## src/rtl/core/window_coefficient_generator_macros.svh

```systemverilog
// Assertion macros for the window coefficient generator.
// Included by the files that carry concurrent checks; needs no package.
`ifndef WINDOW_COEFFICIENT_GENERATOR_MACROS_SVH
`define WINDOW_COEFFICIENT_GENERATOR_MACROS_SVH

// Same-cycle implication, disabled while reset is asserted.
`define WCG_ASSERT_NOW(label, clk, rst_n, ante, cons, msg) \
    label: assert property (@(posedge clk) disable iff (!rst_n) (ante) |-> (cons)) \
        else $error(msg);

// Next-cycle implication, disabled while reset is asserted.
`define WCG_ASSERT_NEXT(label, clk, rst_n, ante, cons, msg) \
    label: assert property (@(posedge clk) disable iff (!rst_n) (ante) |=> (cons)) \
        else $error(msg);

`endif

```

## src/rtl/core/wcg_pkg.sv

```systemverilog
// Shared types and constants for the window coefficient generator.
// No dependencies; used by wcg_fill_engine and the top level.
package wcg_pkg;

    localparam int VW       = 36;   // signed Q30 working width
    localparam int DIV_W    = 46;   // long-division dividend width
    localparam int IDX_W    = 12;
    localparam int LEN_W    = 13;
    localparam int IDX_SPAN = 4096; // indices addressable by sample_index

    localparam logic [2:0] WT_HAMMING  = 3'd0;
    localparam logic [2:0] WT_HANN_NZ  = 3'd1;
    localparam logic [2:0] WT_HANN     = 3'd2;
    localparam logic [2:0] WT_BLACKMAN = 3'd3;
    localparam logic [2:0] WT_TRI      = 3'd4;
    localparam logic [2:0] WT_SQRT_TRI = 3'd5;

    localparam logic REG_TYPE   = 1'b0;
    localparam logic REG_LENGTH = 1'b1;

    localparam logic [LEN_W-1:0] RESET_LENGTH = 13'd256;

    localparam logic signed [VW-1:0] ONE_Q30 = 36'sd1073741824;
    localparam logic signed [VW-1:0] C_054   = 36'sd579820585;
    localparam logic signed [VW-1:0] C_042   = 36'sd450971566;
    localparam logic signed [VW-1:0] C_008   = 36'sd85899346;

    localparam logic signed [31:0] K_046 = 32'sd493921239;
    localparam logic signed [31:0] K_050 = 32'sd536870912;
    localparam logic signed [31:0] K_008 = 32'sd85899346;

    localparam logic signed [33:0] CORDIC_GAIN_INV = 34'sd652032874;

    typedef enum logic [3:0] {
        FS_IDLE,
        FS_START,
        FS_SETUP,
        FS_DIV,
        FS_CORDIC,
        FS_COS,
        FS_MUL,
        FS_ACC,
        FS_SQRT,
        FS_WRITE
    } fill_state_t;

    typedef struct packed {
        logic busy;
        logic wr_en;
    } fill_stat_t;

    // arctan(2^-k) in turns, 2^32 per turn
    function automatic logic [29:0] atan_turn(input logic [4:0] k);
        logic [29:0] a;
        case (k)
            5'd0:  a = 30'h20000000;
            5'd1:  a = 30'h12E4051E;
            5'd2:  a = 30'h09FB385B;
            5'd3:  a = 30'h051111D4;
            5'd4:  a = 30'h028B0D43;
            5'd5:  a = 30'h0145D7E1;
            5'd6:  a = 30'h00A2F61E;
            5'd7:  a = 30'h00517C55;
            5'd8:  a = 30'h0028BE53;
            5'd9:  a = 30'h00145F2F;
            5'd10: a = 30'h000A2F98;
            5'd11: a = 30'h000517CC;
            5'd12: a = 30'h00028BE6;
            5'd13: a = 30'h000145F3;
            5'd14: a = 30'h0000A2F9;
            5'd15: a = 30'h0000517C;
            5'd16: a = 30'h000028BE;
            5'd17: a = 30'h0000145F;
            5'd18: a = 30'h00000A2F;
            5'd19: a = 30'h00000517;
            5'd20: a = 30'h0000028B;
            5'd21: a = 30'h00000145;
            5'd22: a = 30'h000000A2;
            5'd23: a = 30'h00000051;
            5'd24: a = 30'h00000028;
            5'd25: a = 30'h00000014;
            5'd26: a = 30'h0000000A;
            5'd27: a = 30'h00000005;
            5'd28: a = 30'h00000002;
            5'd29: a = 30'h00000001;
            default: a = 30'h0;
        endcase
        return a;
    endfunction

endpackage

```

## src/rtl/core/wcg_fill_engine.sv

```systemverilog
// Coefficient table builder: computes one window coefficient per entry.
// Uses wcg_pkg; shared bit-serial divider, CORDIC, multiplier and isqrt.
module wcg_fill_engine
    import wcg_pkg::*;
#(
    parameter int MAX_LENGTH = 4096,
    parameter int FRAC_BITS  = 15,
    localparam int DEPTH     = (MAX_LENGTH < IDX_SPAN) ? MAX_LENGTH : IDX_SPAN,
    localparam int AW        = $clog2(DEPTH)
)
(
    input  logic             clk,
    input  logic             rst_n,
    input  logic             restart,
    input  logic [2:0]       window_type,
    input  logic [LEN_W-1:0] length,
    output fill_stat_t       stat,
    output logic [AW-1:0]    wr_addr,
    output logic [FRAC_BITS:0] wr_data
);

    localparam int SH = 30 - FRAC_BITS;
    localparam logic [30:0] RND   = 31'((1 << SH) >> 1);
    localparam logic [30:0] ONE_W = 31'(1) << FRAC_BITS;

    fill_state_t state_reg, state_next;
    logic [IDX_W-1:0] idx_reg, idx_next;
    logic pass_reg, pass_next;
    logic tri_reg, tri_next;
    logic [5:0] cnt_reg, cnt_next;
    logic [13:0] den_reg, den_next;
    logic [13:0] rem_reg, rem_next;
    logic [DIV_W-1:0] quo_reg, quo_next;
    logic signed [33:0] x_reg, x_next, y_reg, y_next, cos_reg, cos_next;
    logic signed [31:0] z_reg, z_next;
    logic [1:0] quad_reg, quad_next;
    logic signed [65:0] prod_reg, prod_next;
    logic signed [VW-1:0] v_reg, v_next;
    logic [63:0] sq_v_reg, sq_v_next, sq_res_reg, sq_res_next, sq_bit_reg, sq_bit_next;

    logic [13:0] n_ext, n_m1, n_p1, tri_num, tri_den;
    logic [IDX_W-1:0] half, mirror, j_idx;
    logic tri_mid;
    logic [LEN_W-1:0] fcount;
    logic last_entry;

    logic [14:0] trial;
    logic d_ge;
    logic [13:0] d_rem;
    logic [DIV_W-1:0] d_quo;

    logic [4:0] ck;
    logic signed [33:0] c_dx, c_dy, c_cos;
    logic signed [31:0] c_at;
    logic signed [VW-1:0] hann_v, m_round;
    logic signed [31:0] mcoef;

    logic [63:0] s_sum, s_res;
    logic s_ge;

    logic [30:0] o_r;
    logic [FRAC_BITS:0] o_val;

    logic div_go, div_phase, sq_go, wr_en_c;
    logic [13:0] div_num, div_den;
    logic [30:0] sq_src;

    // Triangular window operands
    always_comb
    begin
        n_ext   = {1'b0, length};
        n_m1    = n_ext - 14'd1;
        n_p1    = n_ext + 14'd1;
        half    = length[LEN_W-1:1];
        mirror  = IDX_W'(length - 13'd1 - {1'b0, idx_reg});
        j_idx   = (idx_reg < half) ? idx_reg : mirror;
        tri_mid = (idx_reg == half);
        tri_num = {1'b0, j_idx, 1'b0} + (length[0] ? 14'd2 : 14'd1);
        tri_den = length[0] ? n_p1 : n_ext;
        fcount  = (length > LEN_W'(IDX_SPAN)) ? LEN_W'(IDX_SPAN) : length;
        last_entry = ({1'b0, idx_reg} == (fcount - 13'd1));
    end

    // Restoring divider step
    always_comb
    begin
        trial = {rem_reg, quo_reg[DIV_W-1]};
        d_ge  = (trial >= {1'b0, den_reg});
        d_rem = d_ge ? 14'(trial - {1'b0, den_reg}) : trial[13:0];
        d_quo = {quo_reg[DIV_W-2:0], d_ge};
    end

    // CORDIC rotation step and quadrant fold
    always_comb
    begin
        ck   = cnt_reg[4:0];
        c_dx = y_reg >>> ck;
        c_dy = x_reg >>> ck;
        c_at = signed'({2'b00, atan_turn(ck)});
        case (quad_reg)
            2'd0:    c_cos = x_reg;
            2'd1:    c_cos = -y_reg;
            2'd2:    c_cos = -x_reg;
            default: c_cos = y_reg;
        endcase
        hann_v  = (ONE_Q30 - VW'(c_cos)) >>> 1;
        mcoef   = (window_type == WT_HAMMING) ? K_046 : (pass_reg ? K_008 : K_050);
        m_round = VW'((prod_reg + 66'sd536870912) >>> 30);
    end

    // Integer square root step
    always_comb
    begin
        s_sum = sq_res_reg + sq_bit_reg;
        s_ge  = (sq_v_reg >= s_sum);
        s_res = s_ge ? ((sq_res_reg >> 1) + sq_bit_reg) : (sq_res_reg >> 1);
    end

    // Round to output precision and clamp to [0, 1.0]
    always_comb
    begin
        o_r = ({1'b0, v_reg[29:0]} + RND) >> SH;
        if (v_reg <= 0)
            o_val = '0;
        else if (v_reg >= ONE_Q30)
            o_val = ONE_W[FRAC_BITS:0];
        else if (o_r > ONE_W)
            o_val = ONE_W[FRAC_BITS:0];
        else
            o_val = o_r[FRAC_BITS:0];
    end

    always_comb
    begin
        state_next  = state_reg;
        idx_next    = idx_reg;
        pass_next   = pass_reg;
        tri_next    = tri_reg;
        cnt_next    = cnt_reg;
        den_next    = den_reg;
        rem_next    = rem_reg;
        quo_next    = quo_reg;
        x_next      = x_reg;
        y_next      = y_reg;
        z_next      = z_reg;
        quad_next   = quad_reg;
        cos_next    = cos_reg;
        prod_next   = prod_reg;
        v_next      = v_reg;
        sq_v_next   = sq_v_reg;
        sq_res_next = sq_res_reg;
        sq_bit_next = sq_bit_reg;
        div_go      = 1'b0;
        div_phase   = 1'b1;
        div_num     = '0;
        div_den     = '0;
        sq_go       = 1'b0;
        sq_src      = '0;
        wr_en_c     = 1'b0;

        case (state_reg)
            FS_IDLE:
            begin
                state_next = FS_IDLE;
            end
            FS_START:
            begin
                idx_next   = '0;
                state_next = (fcount == '0) ? FS_IDLE : FS_SETUP;
            end
            FS_SETUP:
            begin
                pass_next = 1'b0;
                case (window_type)
                    WT_HAMMING, WT_HANN, WT_BLACKMAN:
                    begin
                        if (length == 13'd1)
                        begin
                            v_next     = (window_type == WT_HAMMING) ? C_008 : ONE_Q30;
                            state_next = FS_WRITE;
                        end
                        else
                        begin
                            div_go  = 1'b1;
                            div_num = {2'b00, idx_reg};
                            div_den = n_m1;
                        end
                    end
                    WT_HANN_NZ:
                    begin
                        div_go  = 1'b1;
                        div_num = {2'b00, idx_reg} + 14'd1;
                        div_den = n_p1;
                    end
                    WT_TRI, WT_SQRT_TRI:
                    begin
                        if (length[0] && tri_mid)
                        begin
                            if (window_type == WT_SQRT_TRI)
                            begin
                                sq_go  = 1'b1;
                                sq_src = ONE_Q30[30:0];
                            end
                            else
                            begin
                                v_next     = ONE_Q30;
                                state_next = FS_WRITE;
                            end
                        end
                        else
                        begin
                            div_go    = 1'b1;
                            div_phase = 1'b0;
                            div_num   = tri_num;
                            div_den   = tri_den;
                        end
                    end
                    default:
                    begin
                        v_next     = '0;
                        state_next = FS_WRITE;
                    end
                endcase
            end
            FS_DIV:
            begin
                rem_next = d_rem;
                quo_next = d_quo;
                cnt_next = cnt_reg + 6'd1;
                if (cnt_reg == 6'(DIV_W - 1))
                begin
                    if (tri_reg)
                    begin
                        if (window_type == WT_SQRT_TRI)
                        begin
                            sq_go  = 1'b1;
                            sq_src = d_quo[30:0];
                        end
                        else
                        begin
                            v_next     = VW'({1'b0, d_quo[30:0]});
                            state_next = FS_WRITE;
                        end
                    end
                    else
                    begin
                        quad_next  = d_quo[31:30];
                        z_next     = {2'b00, d_quo[29:0]};
                        x_next     = CORDIC_GAIN_INV;
                        y_next     = '0;
                        cnt_next   = '0;
                        state_next = FS_CORDIC;
                    end
                end
            end
            FS_CORDIC:
            begin
                if (!z_reg[31])
                begin
                    x_next = x_reg - c_dx;
                    y_next = y_reg + c_dy;
                    z_next = z_reg - c_at;
                end
                else
                begin
                    x_next = x_reg + c_dx;
                    y_next = y_reg - c_dy;
                    z_next = z_reg + c_at;
                end
                cnt_next = cnt_reg + 6'd1;
                if (cnt_reg == 6'd29)
                    state_next = FS_COS;
            end
            FS_COS:
            begin
                if (window_type == WT_HANN || window_type == WT_HANN_NZ)
                begin
                    v_next     = hann_v;
                    state_next = FS_WRITE;
                end
                else
                begin
                    cos_next   = c_cos;
                    state_next = FS_MUL;
                end
            end
            FS_MUL:
            begin
                prod_next  = mcoef * cos_reg;
                state_next = FS_ACC;
            end
            FS_ACC:
            begin
                if (window_type == WT_HAMMING)
                begin
                    v_next     = C_054 - m_round;
                    state_next = FS_WRITE;
                end
                else if (!pass_reg)
                begin
                    // first Blackman term done, second cosine runs at twice the phase
                    v_next    = C_042 - m_round;
                    pass_next = 1'b1;
                    div_go    = 1'b1;
                    div_num   = {1'b0, idx_reg, 1'b0};
                    div_den   = n_m1;
                end
                else
                begin
                    v_next     = v_reg + m_round;
                    state_next = FS_WRITE;
                end
            end
            FS_SQRT:
            begin
                if (s_ge)
                    sq_v_next = sq_v_reg - s_sum;
                sq_res_next = s_res;
                sq_bit_next = sq_bit_reg >> 2;
                cnt_next    = cnt_reg + 6'd1;
                if (cnt_reg == 6'd31)
                begin
                    v_next     = VW'({1'b0, s_res[30:0]});
                    state_next = FS_WRITE;
                end
            end
            FS_WRITE:
            begin
                wr_en_c = 1'b1;
                if (last_entry)
                    state_next = FS_IDLE;
                else
                begin
                    idx_next   = idx_reg + 12'd1;
                    state_next = FS_SETUP;
                end
            end
            default:
            begin
                state_next = FS_IDLE;
            end
        endcase

        if (div_go)
        begin
            quo_next   = (DIV_W'(div_num) << (div_phase ? 32 : 30)) + DIV_W'(div_den >> 1);
            rem_next   = '0;
            den_next   = div_den;
            cnt_next   = '0;
            tri_next   = !div_phase;
            state_next = FS_DIV;
        end
        if (sq_go)
        begin
            sq_v_next   = 64'(sq_src) << 30;
            sq_res_next = '0;
            sq_bit_next = 64'h4000_0000_0000_0000;
            cnt_next    = '0;
            state_next  = FS_SQRT;
        end
        if (restart)
            state_next = FS_START;
    end

    always_ff @(posedge clk or negedge rst_n)
    begin
        if (!rst_n)
        begin
            state_reg <= FS_START;
            idx_reg   <= '0;
            pass_reg  <= 1'b0;
            tri_reg   <= 1'b0;
            cnt_reg   <= '0;
        end
        else
        begin
            state_reg <= state_next;
            idx_reg   <= idx_next;
            pass_reg  <= pass_next;
            tri_reg   <= tri_next;
            cnt_reg   <= cnt_next;
        end
    end

    always_ff @(posedge clk)
    begin
        den_reg    <= den_next;
        rem_reg    <= rem_next;
        quo_reg    <= quo_next;
        x_reg      <= x_next;
        y_reg      <= y_next;
        z_reg      <= z_next;
        quad_reg   <= quad_next;
        cos_reg    <= cos_next;
        prod_reg   <= prod_next;
        v_reg      <= v_next;
        sq_v_reg   <= sq_v_next;
        sq_res_reg <= sq_res_next;
        sq_bit_reg <= sq_bit_next;
    end

    assign stat    = '{busy: (state_reg != FS_IDLE), wr_en: wr_en_c};
    assign wr_addr = idx_reg[AW-1:0];
    assign wr_data = o_val;

endmodule
```

## config.mk

```make
export PLATFORM = sky130hd
export DESIGN_NAME = wcg_fill_engine
export DESIGN_NICKNAME = d
export VERILOG_FILES = /design/src/rtl/core/window_coefficient_generator_macros.svh /design/src/rtl/core/wcg_pkg.sv /design/src/rtl/core/wcg_fill_engine.sv
export SDC_FILE = /design/constraint.sdc
export NUM_CORES = 2
export LEC_CHECK = 0
export BUFFER_PORTS_ARGS = -buffer_cell sky130_fd_sc_hd__buf_2
export CAP_MARGIN = 20
export CORE_MARGIN = 4
export CORE_UTILIZATION = 45
export DETAILED_ROUTE_END_ITERATION = 10
export PLACE_DENSITY = 0.59
export SLEW_MARGIN = 20
export SYNTH_ARGS = -nofsm -noshare
export SYNTH_HDL_FRONTEND = slang
export SYNTH_SLANG_ARGS = --single-unit
```

## constraint.sdc

```tcl
create_clock -name clk -period 10.5 [get_ports clk]
set_input_delay 1.05 -clock clk [delete_from_list [all_inputs] [get_ports clk]]
set_output_delay 1.05 -clock clk [all_outputs]
set_load 0.005 [all_outputs]
```

Word-level counts from Yosys, hierarchy flattened
Memories as Yosys holds them, arrays and structs flattened.
Cells that the tools add are included.
{"block": "word_totals", "reg_bits": 496, "romBits": 960, "in_bits": 19, "output_inout_bits": 30, "word_cells": 233, "n_memories": 1}
{"block": "classes", "add_sub_neg": 28, "multipliers": 1, "order_cmp": 7, "eq_ne": 41, "shifts": 3, "mux": 104, "bitwise": 2, "reduce_logical": 27}
{"name": "(name not given)", "words": 32, "word_bits": 30, "rd": 1, "rd_clocked_by_memory_dff": 0, "wr": 0, "line_no": "wcg_pkg.sv:55", "source": "case (k)"}
{"operator": "2-to-1 mux 36 bit", "n": 10}
{"operator": "2-to-1 mux 31 bit", "n": 7}
{"operator": "2-to-1 mux 34 bit", "n": 6}
{"operator": "2-to-1 mux 61 bit", "n": 3}
{"operator": "one-hot mux 36 bit (5 select lines)", "n": 1}
{"operator": "one-hot mux 34 bit (2 select lines)", "n": 2}
{"operator": "one-hot mux 36 bit (3 select lines)", "n": 1}
{"operator": "one-hot mux 34 bit (3 select lines)", "n": 1}
{"operator": "2-to-1 mux 14 bit", "n": 7}
{"operator": "2-to-1 mux 32 bit", "n": 3}
{"operator": "2-to-1 mux 46 bit", "n": 2}
{"operator": "one-hot mux 14 bit (3 select lines)", "n": 2}
{"operator": "adder 34 bit", "n": 2}
{"operator": "negation 34 bit", "n": 2}
{"operator": ">>> shifter 34 x 5 -> 34 bit", "n": 2}
{"operator": "subtractor 34 bit", "n": 2}
{"operator": "adder 66 x 31 -> 66 bit, second input constant", "n": 1}
{"operator": "multiplier 31 x 34 -> 65 bit", "n": 1}
{"operator": "adder 63 x 63 -> 64 bit", "n": 1}
{"operator": "adder 64 x 63 -> 64 bit", "n": 1}
{"operator": ">= comparator 64 bit", "n": 1}
{"operator": "2-to-1 mux 64 bit", "n": 1}
{"operator": "one-hot mux 32 bit (2 select lines)", "n": 1}
{"operator": "subtractor 64 bit", "n": 1}
{"operator": "other kinds (75)", "n": 152}

Longest topological paths before layout
{"block": "logic_depth", "depth_word": 10, "ltp_mapped": 35}

Least setup slack after synthesis
No wires, ideal clock.
{"block": "synth_timing", "path_type": "input to register", "startpoint": "in window_type[2]", "endpoint": "reg prod_reg[62], data pin", "setup_time_ps": 258, "t_arrival_ps": 9204, "t_required_ps": 10242, "setup_slack_ps": 1038, "path_stages": 33, "path_buffers": 3, "path_cell_list": "or3_1 clkbuf_1 nand2b_1 clkbuf_1 clkbuf_1 nand2_1 inv_1 ha_1 inv_1 ha_1 nand2b_1 ha_1 inv_1 fa_1 inv_1 fa_1 fa_1 fa_1 inv_1 fa_1 fa_1 inv_1 ha_1 a21o_1 a21o_1 a21oi_1 nor2b_1 o21ai_0 nand2b_1 a21oi_1 o31ai_1 a211oi_1 nor2_1"}
{"block": "synth_between", "elab_chain_len": 3}
{"item": "start, declared", "line_no": "wcg_fill_engine.sv:15", "source": "input logic [2:0] window_type,"}
{"item": "zero test 3 bit", "line_no": "wcg_fill_engine.sv:107", "source": "mcoef = (window_type == WT_HAMMING) ? K_046 : (pass_reg ? K_008 : K_050);"}
{"item": "2-to-1 mux 30 bit", "line_no": "wcg_fill_engine.sv:107"}
{"item": "multiplier 31 x 34 -> 65 bit", "line_no": "wcg_fill_engine.sv:289", "source": "prod_next = mcoef * cos_reg;"}
{"item": "end signal, assigned", "line_no": "wcg_fill_engine.sv:395", "source": "prod_reg <= prod_next;"}
{"item": "end, declared", "line_no": "wcg_fill_engine.sv:37", "source": "logic signed [65:0] prod_reg, prod_next;"}
No other way between the ends.
A chain may end at the register's enable or synchronous reset.

Worst setup path in the final report
{"block": "layout_timing", "startpoint": "in window_type[2]", "endpoint": "reg prod_reg[64], data pin"}
The elaborated chain is that of the path after synthesis.

==> impl_metrics.ini <==
[synthesis]
synth_most_common_cell = inv_1
synthAdderAreaFrac = 0.318
synth_top_area_share = 0.209
synth_compound_area_frac = 0.169
synth-main-ff-cell = edfxtp_1
synth-seq-area-share = 0.165
syn-cell-area_um2 = 75600
avgSynthCellArea_um2 = 8.59
ys_top_cells_by_count = 1,431 x inv_1, 791 x fa_1, 790 x nand2_1
syn_inst = 8802
synth_async_sr_flop_share = 0.0515
synth-simple-area-share = 0.141
synth_top_family_by_area = adder cells
netlist_top_cells_area = fa_1 21%, edfxtp_1 12%, ha_1 11%
synth_area_leader_cell = fa_1
synth_edf_count = 299
synth.ff_latch_count = 466
synthMuxAreaShare = 0.0407
synth.distinct_cells = 106
synth.yosys.warnings = 0
syn_nets = 10267
yosys.area_share.xor_xnor = 0.0749

[grt]
grt_max_degree = 81
grt_antenna_before_repair = 8
grt_pass1_vias = 65601
grt_first_pass_wirelength_mm = 401
grt_usage = 0.297
grt-ovfl-total = 0

[worst_setup_path]
crit_required_ps = 10950
cp_slowest_stage_delay_ps = 850
path_class = in -> reg
crit_top_cell = fa_1
cp_num_cells = 31
critPathCaptureType = register
critPathSlowestCell = and2_1
start_kind = input port
reg2regPathDepth = 29
cp_top_family = adder cells
crit_fanout = 16
crit_buf_inv = 9
arrival_ps = 10060

[sta]
relSlewSlack = 0.247
skew_ps = 55.5
finalSetupViolCount = 0
finalHoldViolCount = 0
tightestPinTransition_ps = 1120
rsz0062_at_grt = false
setup_tns_ps = 0
max_freq_ghz = 0.104
final_max_slew_viol_count = 0
finalCriticalPeriod_ps = 9610
finalCritPeriodShare = 0.915

[final_layout]
final_cells = 10943
seq_area_um2 = 12500
multi_input_area_um2 = 56400
nFillCells = 16321
area_delta_synth_final_pct = 6.18
drive_gt1_frac = 0.0570
nets = 10153
final_area_um2 = 80300

[drt]
drt_iter0_drc = 6053
avgViaCountPerCell = 5.94
wire_per_inst_um = 24.0
drc = 0
drt_wl_total_mm = 263
ant_nets = 0
dr.pass1.iters = 6
route.vias.total = 65004

[clock_network]
cts_resized = 0
cts_hold_buf = 0
htree_levels = 2
numCtsBuffers = 56
path_clk_slew_ps = 70
postCtsSetupRepairBufs = 0
cts_tree = yes
clock_latency_ps = 710
clk_root_buffer_cell = clkbuf_16
clock-sinks = 466
clockBufferDepth = 3

[place]
placed_cells = 10834
globalplace.congestion = 1.01
post_dp_cell_area_um2 = 78300
place_hpwl_mm = 215
io_buffers = 48

[job]
drv_cap = 0

[floorplan]
fp.coreArea_um2 = 167000
dieArea_um2 = 175000
fp.dieW_um = 418
rows = 150
start_util = 0.453
dieHeight_um = 418
io_pins = 49

[run_status]
status = completed

[min_path]
hp-class = in -> async

[pwr]
total_leakage_power_uw = 0.0368
ir_worst_vdd_mv = 0.563
p_per_area_nw_per_um2 = 383
[placed cells by master (no fill, tap or decap), types with 74 or more instances in the layout]
cell      count
inv_1      1429
fa_1        791
nand2_1     787
ha_1        655
nor2_1      513
o21ai_0     488
a21oi_1     466
xnor2_1     375
edfxtp_1    299
xor2_1      271
nand3_1     196
a21o_1      152
dfxtp_1     143
buf_4       140
a31oi_1     138
nor3_1      132
and3_1      107
mux2i_1      97
o211ai_1     87
and2_1       83
nand4_1      75
mux4_2       74
[layer usage]
layer,global-route usage,part of all wire,vias up
met2,0.495,0.47,2521
met5,0,0,-
met4,0.127,0.050,0
li1,-,-,29829
met1,0.388,0.41,32106
met3,0.0412,0.068,548
[metrics by stage]
step / total power, µW / utilization / worst slack, ps / hold WS (ps)
floorplan: 21200 / - / 1040 / 426
global placement: 28200 / 0.469 / 257 / 446
detailed placement: 28200 / 0.469 / 237 / 446
CTS: 30700 / 0.480 / 965 / 380
global route: 33800 / 0.480 / 583 / 427
finish: 30700 / 0.480 / 892 / 405
[final timing paths]
kind | slack [ps] | to | startpoint
max | 890 | prod_reg[64]$_DFFE_PP_ | window_type[2]
min | 410 | wr_addr[7]$_DFFE_PN0P_ | rst_n
max reg2reg | 1400 | prod_reg[64]$_DFFE_PP_ | pass_reg$_DFFE_PN0P_
min reg2reg | 450 | rem_reg[13]$_SDFFE_PP0P_ | rem_reg[13]$_SDFFE_PP0P_
max in group asynchronous | 9550 | cnt_reg[0]$_DFFE_PN0P_ | rst_n
min in group clk | 450 | rem_reg[13]$_SDFFE_PP0P_ | rem_reg[13]$_SDFFE_PP0P_
[cells by family after synthesis]
| kind of cell | after synthesis |
|---|---|
| simple gates | 2255 |
| other cells | 1 |
| flops | 466 |
| mux | 207 |
| compound gates | 1980 |
| buf+inv | 1801 |
| xor+xnor | 646 |
| fa+ha+maj | 1446 |
[power breakdown]
part | leakage [µW] | total (µW) | internal [µW] | switching [µW]
Sequential | 0.00426 | 3820 | 3040 | 788
Combinational | 0.0317 | 24800 | 9790 | 15000
Clock | 0.000914 | 2110 | 1190 | 920
[worst reg2reg max path, delay by kind of cell (launching register included)]
family	cells	cell delay, ps
adder cells (fa/ha/maj)	9	4240
AO/OA/AOI/OAI	9	2030
buffers and inverters	8	1010
AND/OR/NAND/NOR	2	940
flip-flops	1	510
XOR/XNOR	1	140
[layout make-up]
type,instances,share of cell area
multi-input cells,6535,0.703
flip-flops and latches,466,0.155
inverters,1439,0.0673
well taps,2204,0.0344
clock buffers,65,0.0184
repair buffers,190,0.0166
clock inverters,41,0.00544
diodes,3,0.0000935
No activity file was read; power rests on OpenSTA's default activity.
